## config.mk

```make
export PLATFORM = sky130hd
export DESIGN_NAME = best_overlap_rect_selector
export DESIGN_NICKNAME = d
export VERILOG_FILES = /design/src/hdl/bors_pkg.sv /design/src/hdl/bors_ram.sv /design/src/hdl/bors_eval.sv /design/src/hdl/bors_pick.sv /design/src/hdl/best_overlap_rect_selector.sv
export SDC_FILE = /design/constraint.sdc
export NUM_CORES = 2
export LEC_CHECK = 0
export BUFFER_PORTS_ARGS = -buffer_cell sky130_fd_sc_hd__buf_2
export CORE_UTILIZATION = 60
export CTS_CLUSTER_DIAMETER = 30
export CTS_CLUSTER_SIZE = 20
export DETAILED_ROUTE_END_ITERATION = 8
export GPL_TIMING_DRIVEN = 0
export HOLD_SLACK_MARGIN = 0.15
export PLACE_DENSITY_LB_ADDON = 0.12
export SLEW_MARGIN = 20
export SYNTH_ARGS = -nofsm -noshare
export SYNTH_HDL_FRONTEND = slang
export SYNTH_HIERARCHICAL = 1
export SYNTH_SLANG_ARGS = --single-unit
```

## constraint.sdc

```tcl
create_clock -name clk -period 17.79 [get_ports clk]
set_input_delay 2.6685 -clock clk [delete_from_list [all_inputs] [get_ports clk]]
set_output_delay 2.6685 -clock clk [all_outputs]
set_load 0.05 [all_outputs]
```

## src/hdl/bors_pkg.sv

```systemverilog
// shared constants, codes and types for the best overlap rectangle selector
// no dependencies; imported by every module of the block except bors_ram

package bors_pkg;

  localparam int MAX_ENTRIES = 16;
  localparam int AW          = (MAX_ENTRIES > 1) ? $clog2(MAX_ENTRIES) : 1;
  localparam int CW          = $clog2(MAX_ENTRIES + 1);
  localparam int CFG_W       = 5;
  localparam int SLOT_W      = 4;
  localparam int EDGE_W      = 16;
  localparam int AREA_W      = 2 * EDGE_W;
  localparam int DIST_W      = EDGE_W + 1;
  localparam int SQ_W        = 2 * DIST_W;
  localparam int D2_W        = SQ_W + 1;

  localparam logic ACT_LOAD  = 1'b0;
  localparam logic ACT_QUERY = 1'b1;

  typedef struct packed {
    logic signed [EDGE_W-1:0] left;
    logic signed [EDGE_W-1:0] top;
    logic signed [EDGE_W-1:0] right;
    logic signed [EDGE_W-1:0] bottom;
  } rect_t;

  localparam int RECT_W = $bits(rect_t);

  typedef struct packed {
    rect_t                  rect;
    logic signed [EDGE_W:0] cx;
    logic signed [EDGE_W:0] cy;
  } win_t;

  typedef struct packed {
    logic          vld;
    logic          last;
    logic [AW-1:0] idx;
  } tag_t;

  typedef struct packed {
    tag_t              tag;
    logic [AREA_W-1:0] area;
    logic [SQ_W-1:0]   dxsq;
    logic [SQ_W-1:0]   dysq;
  } eval_t;

endpackage

```

## src/hdl/bors_ram.sv

```systemverilog
// generic single-port-write, single-port-read ram with registered read data
// no dependencies

module bors_ram #(
  parameter int WIDTH = 64,
  parameter int DEPTH = 16
) (
  input  logic                                      clk,
  input  logic                                      we,
  input  logic [((DEPTH > 1) ? $clog2(DEPTH) : 1)-1:0] waddr,
  input  logic [WIDTH-1:0]                          wdata,
  input  logic                                      re,
  input  logic [((DEPTH > 1) ? $clog2(DEPTH) : 1)-1:0] raddr,
  output logic [WIDTH-1:0]                          rdata
);

  logic [WIDTH-1:0] mem [DEPTH];
  logic [WIDTH-1:0] rdata_r;

  always_ff @(posedge clk) begin
    if (we) begin
      mem[waddr] <= wdata;
    end
    if (re) begin
      rdata_r <= mem[raddr];
    end
  end

  assign rdata = rdata_r;

endmodule

```

## src/hdl/bors_eval.sv

```systemverilog
// per-entry datapath: clipped overlap size and center distance, then the products
// depends on bors_pkg; fed by the table ram read data

module bors_eval
  import bors_pkg::*;
(
  input  logic  clk,
  input  logic  rst_n,
  input  tag_t  tag_in,
  input  rect_t rd_rect,
  input  win_t  win,
  output eval_t ev
);

  tag_t                   t0_r;
  tag_t                   t1_r;
  eval_t                  ev_r;
  logic [EDGE_W-1:0]      w_r;
  logic [EDGE_W-1:0]      h_r;
  logic [DIST_W-1:0]      ax_r;
  logic [DIST_W-1:0]      ay_r;

  logic signed [EDGE_W:0]   min_rt, max_l, min_b, max_t, dw, dh;
  logic signed [EDGE_W:0]   lo_x, hi_x, lo_y, hi_y, cl_x, cl_y;
  logic signed [EDGE_W+1:0] dx, dy, ndx, ndy;
  logic [EDGE_W-1:0]        w_nxt, h_nxt;
  logic [DIST_W-1:0]        ax_nxt, ay_nxt;

  always_comb begin
    min_rt = (win.rect.right < rd_rect.right) ? 17'(win.rect.right) : 17'(rd_rect.right);
    max_l = (win.rect.left > rd_rect.left) ? 17'(win.rect.left) : 17'(rd_rect.left);
    min_b = (win.rect.bottom < rd_rect.bottom) ? 17'(win.rect.bottom)
                                               : 17'(rd_rect.bottom);
    max_t = (win.rect.top > rd_rect.top) ? 17'(win.rect.top) : 17'(rd_rect.top);
    dw    = min_rt - max_l;
    dh    = min_b - max_t;
    w_nxt = (dw > 0) ? dw[EDGE_W-1:0] : '0;
    h_nxt = (dh > 0) ? dh[EDGE_W-1:0] : '0;

    // doubled clamp bounds
    lo_x = $signed({rd_rect.left, 1'b0});
    hi_x = $signed({rd_rect.right, 1'b0});
    lo_y = $signed({rd_rect.top, 1'b0});
    hi_y = $signed({rd_rect.bottom, 1'b0});
    if (win.cx < lo_x) begin
      cl_x = lo_x;
    end else if (win.cx < hi_x) begin
      cl_x = win.cx;
    end else begin
      cl_x = hi_x;
    end
    if (win.cy < lo_y) begin
      cl_y = lo_y;
    end else if (win.cy < hi_y) begin
      cl_y = win.cy;
    end else begin
      cl_y = hi_y;
    end
    dx     = 18'(win.cx) - 18'(cl_x);
    dy     = 18'(win.cy) - 18'(cl_y);
    ndx    = -dx;
    ndy    = -dy;
    ax_nxt = dx[EDGE_W+1] ? ndx[DIST_W-1:0] : dx[DIST_W-1:0];
    ay_nxt = dy[EDGE_W+1] ? ndy[DIST_W-1:0] : dy[DIST_W-1:0];
  end

  always_ff @(posedge clk) begin
    if (!rst_n) begin
      t0_r        <= '0;
      t1_r        <= '0;
      ev_r.tag    <= '0;
    end else begin
      t0_r     <= tag_in;
      t1_r     <= t0_r;
      ev_r.tag <= t1_r;
    end
    w_r       <= w_nxt;
    h_r       <= h_nxt;
    ax_r      <= ax_nxt;
    ay_r      <= ay_nxt;
    ev_r.area <= AREA_W'(w_r) * AREA_W'(h_r);
    ev_r.dxsq <= SQ_W'(ax_r) * SQ_W'(ax_r);
    ev_r.dysq <= SQ_W'(ay_r) * SQ_W'(ay_r);
  end

  assign ev = ev_r;

endmodule

```

## src/hdl/bors_pick.sv

```systemverilog
// running best-overlap and nearest-entry tracker, result registers
// depends on bors_pkg; fed by bors_eval

module bors_pick
  import bors_pkg::*;
(
  input  logic              clk,
  input  logic              rst_n,
  input  logic              clr,
  input  logic              empty,
  input  eval_t             ev,
  output logic              out_valid,
  output logic              out_found,
  output logic [SLOT_W-1:0] out_chosen_slot,
  output logic              out_by_overlap
);

  logic [AREA_W-1:0] best_area_r, best_area_nxt;
  logic [AW-1:0]     area_idx_r, area_idx_nxt;
  logic [D2_W-1:0]   best_d_r, best_d_nxt;
  logic [AW-1:0]     dist_idx_r, dist_idx_nxt;
  logic              have_r;
  logic [D2_W-1:0]   d2;
  logic              take_a, take_d;

  logic              out_valid_r;
  logic              out_found_r;
  logic [SLOT_W-1:0] out_slot_r;
  logic              out_by_overlap_r;

  always_comb begin
    d2            = D2_W'(ev.dxsq) + D2_W'(ev.dysq);
    take_a        = ev.tag.vld && (ev.area > best_area_r);
    take_d        = ev.tag.vld && (!have_r || (d2 < best_d_r));
    best_area_nxt = take_a ? ev.area : best_area_r;
    area_idx_nxt  = take_a ? ev.tag.idx : area_idx_r;
    best_d_nxt    = take_d ? d2 : best_d_r;
    dist_idx_nxt  = take_d ? ev.tag.idx : dist_idx_r;
  end

  always_ff @(posedge clk) begin
    if (!rst_n) begin
      have_r           <= 1'b0;
      best_area_r      <= '0;
      out_valid_r      <= 1'b0;
      out_found_r      <= 1'b0;
      out_slot_r       <= '0;
      out_by_overlap_r <= 1'b0;
    end else begin
      if (clr) begin
        have_r      <= 1'b0;
        best_area_r <= '0;
      end else begin
        have_r      <= have_r || ev.tag.vld;
        best_area_r <= best_area_nxt;
      end
      area_idx_r  <= area_idx_nxt;
      best_d_r    <= best_d_nxt;
      dist_idx_r  <= dist_idx_nxt;
      out_valid_r <= empty || (ev.tag.vld && ev.tag.last);
      if (empty) begin
        out_found_r      <= 1'b0;
        out_slot_r       <= '0;
        out_by_overlap_r <= 1'b0;
      end else begin
        out_found_r      <= 1'b1;
        out_by_overlap_r <= (best_area_nxt != '0);
        out_slot_r       <= (best_area_nxt != '0) ? SLOT_W'(area_idx_nxt)
                                                  : SLOT_W'(dist_idx_nxt);
      end
    end
  end

  assign out_valid       = out_valid_r;
  assign out_found       = out_found_r;
  assign out_chosen_slot = out_slot_r;
  assign out_by_overlap  = out_by_overlap_r;

  a_last_gives_result: assert property (@(posedge clk) disable iff (!rst_n)
    (ev.tag.vld && ev.tag.last) |=> out_valid_r)
    else $error("last entry did not produce a result");

  a_overlap_implies_found: assert property (@(posedge clk) disable iff (!rst_n)
    (out_valid_r && out_by_overlap_r) |-> out_found_r)
    else $error("overlap result without found");

  a_clear_on_idle_pipe: assert property (@(posedge clk) disable iff (!rst_n)
    clr |-> !ev.tag.vld)
    else $error("new query while entries still in flight");

endmodule

```

## src/hdl/best_overlap_rect_selector.sv

```systemverilog
// top level: command sequencer, window and count registers, table ram, eval and pick
// depends on bors_pkg, bors_ram, bors_eval, bors_pick
//
// channel   direction  handshake                     payload
// input     in         start high while busy low     in_action, in_entry_slot, in_rect_*
// result    out        out_valid strobe, one cycle   out_found, out_chosen_slot, out_by_overlap
// config    in         cfg_valid and cfg_ready       cfg_entries_in_use
//
// a load item is written to the table as it is taken and never raises busy; a query walks the entries
// in use in order, its result strobing once the last entry leaves the pick stage; an empty query skips the table
// the single table read port walks one entry per cycle through a four-stage pipeline
// synchronous reset clears the entry count and control; table contents stay undefined
// the receiver cannot stall; busy stays high until the result has been shown

module best_overlap_rect_selector
  import bors_pkg::*;
(
  input  logic                     clk,
  input  logic                     rst_n,
  input  logic                     start,
  output logic                     busy,
  input  logic                     in_action,
  input  logic [SLOT_W-1:0]        in_entry_slot,
  input  logic signed [EDGE_W-1:0] in_rect_left,
  input  logic signed [EDGE_W-1:0] in_rect_top,
  input  logic signed [EDGE_W-1:0] in_rect_right,
  input  logic signed [EDGE_W-1:0] in_rect_bottom,
  output logic                     out_valid,
  output logic                     out_found,
  output logic [SLOT_W-1:0]        out_chosen_slot,
  output logic                     out_by_overlap,
  input  logic                     cfg_valid,
  output logic                     cfg_ready,
  input  logic [CFG_W-1:0]         cfg_entries_in_use
);

  typedef enum logic [1:0] {ST_IDLE, ST_RUN, ST_WAIT} state_t;

  state_t          state_r;
  logic [CW-1:0]   cnt_r;
  logic [AW-1:0]   idx_r;
  logic [CFG_W-1:0] cfg_count_r;
  win_t            win_r;

  logic            accept, acc_query, acc_load;
  logic [CW-1:0]   cnt_in;
  logic            last_issue;
  logic            run;
  logic            ram_we;
  rect_t           in_rect;
  rect_t           rd_rect;
  logic [RECT_W-1:0] rd_data;
  tag_t            tag_issue;
  eval_t           ev;

  assign busy       = (state_r != ST_IDLE);
  assign cfg_ready  = (state_r == ST_IDLE);
  assign accept     = start && !busy;
  assign acc_query  = accept && (in_action == ACT_QUERY);
  assign acc_load   = accept && (in_action == ACT_LOAD);
  assign cnt_in     = (int'(cfg_count_r) > MAX_ENTRIES) ? CW'(MAX_ENTRIES) : CW'(cfg_count_r);
  assign run        = (state_r == ST_RUN);
  assign last_issue = (CW'(idx_r) == (cnt_r - CW'(1)));
  assign ram_we     = acc_load && (int'(in_entry_slot) < MAX_ENTRIES);

  assign in_rect.left   = in_rect_left;
  assign in_rect.top    = in_rect_top;
  assign in_rect.right  = in_rect_right;
  assign in_rect.bottom = in_rect_bottom;

  assign tag_issue.vld  = run;
  assign tag_issue.last = last_issue;
  assign tag_issue.idx  = idx_r;

  assign rd_rect = rect_t'(rd_data);

  always_ff @(posedge clk) begin
    if (!rst_n) begin
      state_r     <= ST_IDLE;
      cfg_count_r <= '0;
      cnt_r       <= '0;
      idx_r       <= '0;
    end else begin
      if (cfg_valid && cfg_ready) begin
        cfg_count_r <= cfg_entries_in_use;
      end
      case (state_r)
        ST_IDLE: begin
          if (acc_query) begin
            cnt_r   <= cnt_in;
            idx_r   <= '0;
            state_r <= (cnt_in == '0) ? ST_WAIT : ST_RUN;
          end
        end
        ST_RUN: begin
          idx_r <= idx_r + AW'(1);
          if (last_issue) begin
            state_r <= ST_WAIT;
          end
        end
        ST_WAIT: begin
          if (out_valid) begin
            state_r <= ST_IDLE;
          end
        end
        default: begin
          state_r <= ST_IDLE;
        end
      endcase
    end
    if (acc_query) begin
      win_r.rect <= in_rect;
      win_r.cx   <= 17'(in_rect_left) + 17'(in_rect_right);
      win_r.cy   <= 17'(in_rect_top) + 17'(in_rect_bottom);
    end
  end

  bors_ram #(
    .WIDTH(RECT_W),
    .DEPTH(MAX_ENTRIES)
  ) u_table (
    .clk   (clk),
    .we    (ram_we),
    .waddr (AW'(in_entry_slot)),
    .wdata (RECT_W'(in_rect)),
    .re    (run),
    .raddr (idx_r),
    .rdata (rd_data)
  );

  bors_eval u_eval (
    .clk     (clk),
    .rst_n   (rst_n),
    .tag_in  (tag_issue),
    .rd_rect (rd_rect),
    .win     (win_r),
    .ev      (ev)
  );

  bors_pick u_pick (
    .clk             (clk),
    .rst_n           (rst_n),
    .clr             (acc_query),
    .empty           (acc_query && (cnt_in == '0)),
    .ev              (ev),
    .out_valid       (out_valid),
    .out_found       (out_found),
    .out_chosen_slot (out_chosen_slot),
    .out_by_overlap  (out_by_overlap)
  );

  a_result_only_waiting: assert property (@(posedge clk) disable iff (!rst_n)
    out_valid |-> (state_r == ST_WAIT))
    else $error("result outside wait state");

  a_empty_query: assert property (@(posedge clk) disable iff (!rst_n)
    (acc_query && (cnt_in == '0)) |=> (out_valid && !out_found))
    else $error("empty query did not report not found");

  a_single_strobe: assert property (@(posedge clk) disable iff (!rst_n)
    out_valid |=> !out_valid)
    else $error("result strobe longer than one cycle");

  a_index_in_range: assert property (@(posedge clk) disable iff (!rst_n)
    run |-> (CW'(idx_r) < cnt_r))
    else $error("entry index beyond count");

endmodule

```

==> out/results.ini <==
[floorplanning]
core-area_sq_um=148000
fp.dieH_um=388
rows=141
start_util=0.604
pin_count=87
dieArea_sq_um=150000
die_w_um=388

[cts]
htree_levels=5
cts_buffers=293
cts.path.max_buffers=4
path_clk_slew_ps=50
hold_buffers=0
cts_resized=0
cts_tree=yes
cts.sink_count=1467
clk_latency_ps=900
post_cts_buffers=0
ctsRootBufferMaster=clkbuf_16

[timing]
fin_skew_ps=111
setup_viol=0
post-route-period-util=0.429
rsz0062_at_grt=false
slew_viol_final=0
finalSetupTns_ps=0
hold_viol=0
timing.slew.headroom=0.176
worst_pin_slew_ps=1240
worst_slack_ps=10150
fmax_ghz=0.131
min_period_ps=7640

[global_routing]
grt_max_degree=72
grt_pass1_vias=61200
grt_remaining_overflow=0
grt_pass1_wl_um=360000
use_met1=0.406
grt_busiest_layer=met2
antenna_found_initial=16
met2_usage=0.533
grtUsageTotal=0.317
gr-usage-met3=0.0548

[setup_path]
cp-end-kind=flop
path_class=flop to flop
critPathMaxStageDelay_ps=660
cp_max_fo=10
worstSetupStartpointType=flop
crit_slowest_cell=dfxtp_1
worstPathCellList=clkbuf_1 > nand2_1 > fa_1 > inv_1 > fa_1 > inv_1 > fa_1 > inv_1 > fa_1 > fa_1 > inv_1 > fa_1 > inv_1 > ha_1 > and3_1 > a221oi_1 > o21ai_0 > o21ai_0 > a211oi_1 > or2_2 > o311ai_0
cp.arrival_ps=8350
cp_num_buf_inv=6
cp_top_family=adder cells
crit_top_cell=fa_1
crit_required_ps=18500

[yosys]
synth.avg_cell_area_sq_um=12.7
syn_inst=7055
synth_warnings=6
synth-edff-count=1229
yosysSeqAreaShare=0.466
synth_compound_area_frac=0.0784
yosys.area_share.simple=0.0851
synth-seq-cells=1467
synth_top_family_by_area=adder cells
async_reset_ff_frac=0
netlist_area_sq_um=89400
synth_cell_type_count=93
ys.flop_type=edfxtp_1
synth_xor_xnor_area_share=0.0220
yosys.area_share.adder=0.221
muxShareOfSynthArea=0.0739

[placement]
dp_hpwl_um=165000
port_buffers=86
gp_congestion=0.948
dp_cells=9154
preCtsSetupSlack_ps=10220

[final_layout]
synthToLayoutAreaGrowth_pct=15.6
stdcell_count=9673
drive_gt1_frac=0.134
fin_nets=8825

[hold_path]
hold_path.class=flop to flop

[detailed_routing]
routedWlPerCell_um=24.4
detail-route-antenna-nets=0
avgViaCountPerCell=6.10
first_iter_violations=5357
first_pass_iters=6
drc=0
wirelength_um=236000
dr_total_vias=59100

[job]
maxCapViolations=0

[status]
outcome=finished, final reports clean

## sequential cells by signal, indices dropped and copies added, names as in the netlist, 6 cells and up
register / cells
win_r: 98
u_table/rdata: 64
u_eval/ev: 104
u_table/mem: 1024
u_eval/t1_r: 6
u_eval/h_r: 16
u_pick/best_d_r: 35
u_eval/ax_r: 17
u_pick/best_area_r: 32
u_eval/w_r: 16
u_eval/ay_r: 17
u_eval/t0_r: 6
## metal layers
| metal | wire length, um | vias up |
|---|---|---|
| met5 | 67 | - |
| met4 | 11200 | 10 |
| met3 | 19100 | 678 |
| met2 | 115000 | 2867 |
| met1 | 90800 | 29500 |
| li1 | - | 26000 |
## metrics by stage
step	area (sq um)	util	hold slack [ps]
floorplan	89400	-	409
global placement	92200	0.624	414
detailed placement	93600	0.633	419
CTS	103000	0.699	431
global route	103000	0.699	443
finish	103000	0.699	429
## worst paths after layout
path / start / to / slack, ps / cells past startpoint
min reg2reg: u_eval/t1_r[4] / u_eval/ev[104] / 430 / 1
min: u_eval/t1_r[4] / u_eval/ev[104] / 430 / 1
max reg2reg: u_eval/ax_r[5] / u_eval/ev[64] / 10150 / 21
max: u_eval/ax_r[5] / u_eval/ev[64] / 10150 / 21
## synthesized netlist by cell type, types with 19 or more instances
| library cell | n | area (sq um) |
|---|---|---|
| nand4_1 | 44 | 275 |
| and3_1 | 39 | 244 |
| xor2_1 | 64 | 561 |
| nand2b_1 | 80 | 500 |
| o21a_1 | 57 | 428 |
| nor2_1 | 270 | 1010 |
| nor3_1 | 55 | 275 |
| a21oi_1 | 247 | 1240 |
| and2_1 | 286 | 1790 |
| mux4_2 | 256 | 5770 |
| o211ai_1 | 23 | 173 |
| a211oi_1 | 59 | 443 |
| nand2_1 | 492 | 1850 |
| mux2i_1 | 52 | 521 |
| mux2_2 | 28 | 315 |
| nand3_1 | 98 | 490 |
| edfxtp_1 | 1229 | 36900 |
| ha_1 | 646 | 8080 |
| a22oi_1 | 132 | 991 |
| a21o_1 | 136 | 1020 |
| fa_1 | 582 | 11700 |
| clkbuf_1 | 165 | 619 |
| nor2b_1 | 69 | 432 |
| xnor2_1 | 160 | 1400 |
| a31oi_1 | 20 | 125 |
| o21ai_0 | 140 | 701 |
| dfxtp_1 | 238 | 4760 |
| inv_1 | 999 | 3750 |
| o22ai_1 | 19 | 119 |
| buf_2 | 22 | 110 |
| buf_1 | 19 | 71.3 |
| nor4_1 | 27 | 169 |
| a31o_2 | 19 | 166 |
## area by class of cell
cell class	count	area [sq um]
flip-flops and latches	1467	41700
inverters	1002	3770
diodes	5	12.5
clock buffers	335	7710
repair buffers	168	1680
multi-input cells	4358	43000
fillers	9993	44500
clock inverters	179	2030
well taps	1930	2410
plain buffers	229	1030
## cells by family after synthesis
| group | count (synthesis) |
|---|---|
| AOI/OAI and AO/OA | 1035 |
| xor gates and xnor gates | 224 |
| buffers and inverters | 1231 |
| adders and majority gates | 1228 |
| muxes | 336 |
| DFF | 1467 |
| other | 1 |
| and+or+nand+nor | 1533 |
## placed cells by master, fill, tap and decap left out, types with 23 or more instances in the layout
| cell type | instances |
|---|---|
| xor2_1 | 64 |
| bufinv_16 | 32 |
| nand2_1 | 492 |
| nand2b_1 | 80 |
| a21o_1 | 136 |
| clkinv_2 | 31 |
| clkbuf_16 | 302 |
| edfxtp_1 | 1229 |
| o21a_1 | 57 |
| mux4_2 | 256 |
| dfxtp_1 | 238 |
| nor2_1 | 257 |
| clkbuf_1 | 195 |
| and2_1 | 285 |
| o211ai_1 | 23 |
| xnor2_1 | 160 |
| a22oi_1 | 132 |
| inv_6 | 28 |
| buf_2 | 108 |
| clkinv_1 | 27 |
| mux2_2 | 28 |
| ha_1 | 646 |
| and3_1 | 39 |
| buf_4 | 45 |
| a211oi_1 | 59 |
| clkinvlp_4 | 26 |
| clkinv_4 | 25 |
| nand3_1 | 98 |
| inv_1 | 998 |
| nand4_1 | 44 |
| mux2i_1 | 52 |
| nor3_1 | 51 |
| o21ai_0 | 140 |
| buf_12 | 30 |
| nor4_1 | 26 |
| nor2b_1 | 69 |
| fa_1 | 582 |
| a21oi_1 | 247 |
Power is left out: the tool's default activity adds up to more than one toggle a clock period on the data nets, which glitch-free logic cannot reach.
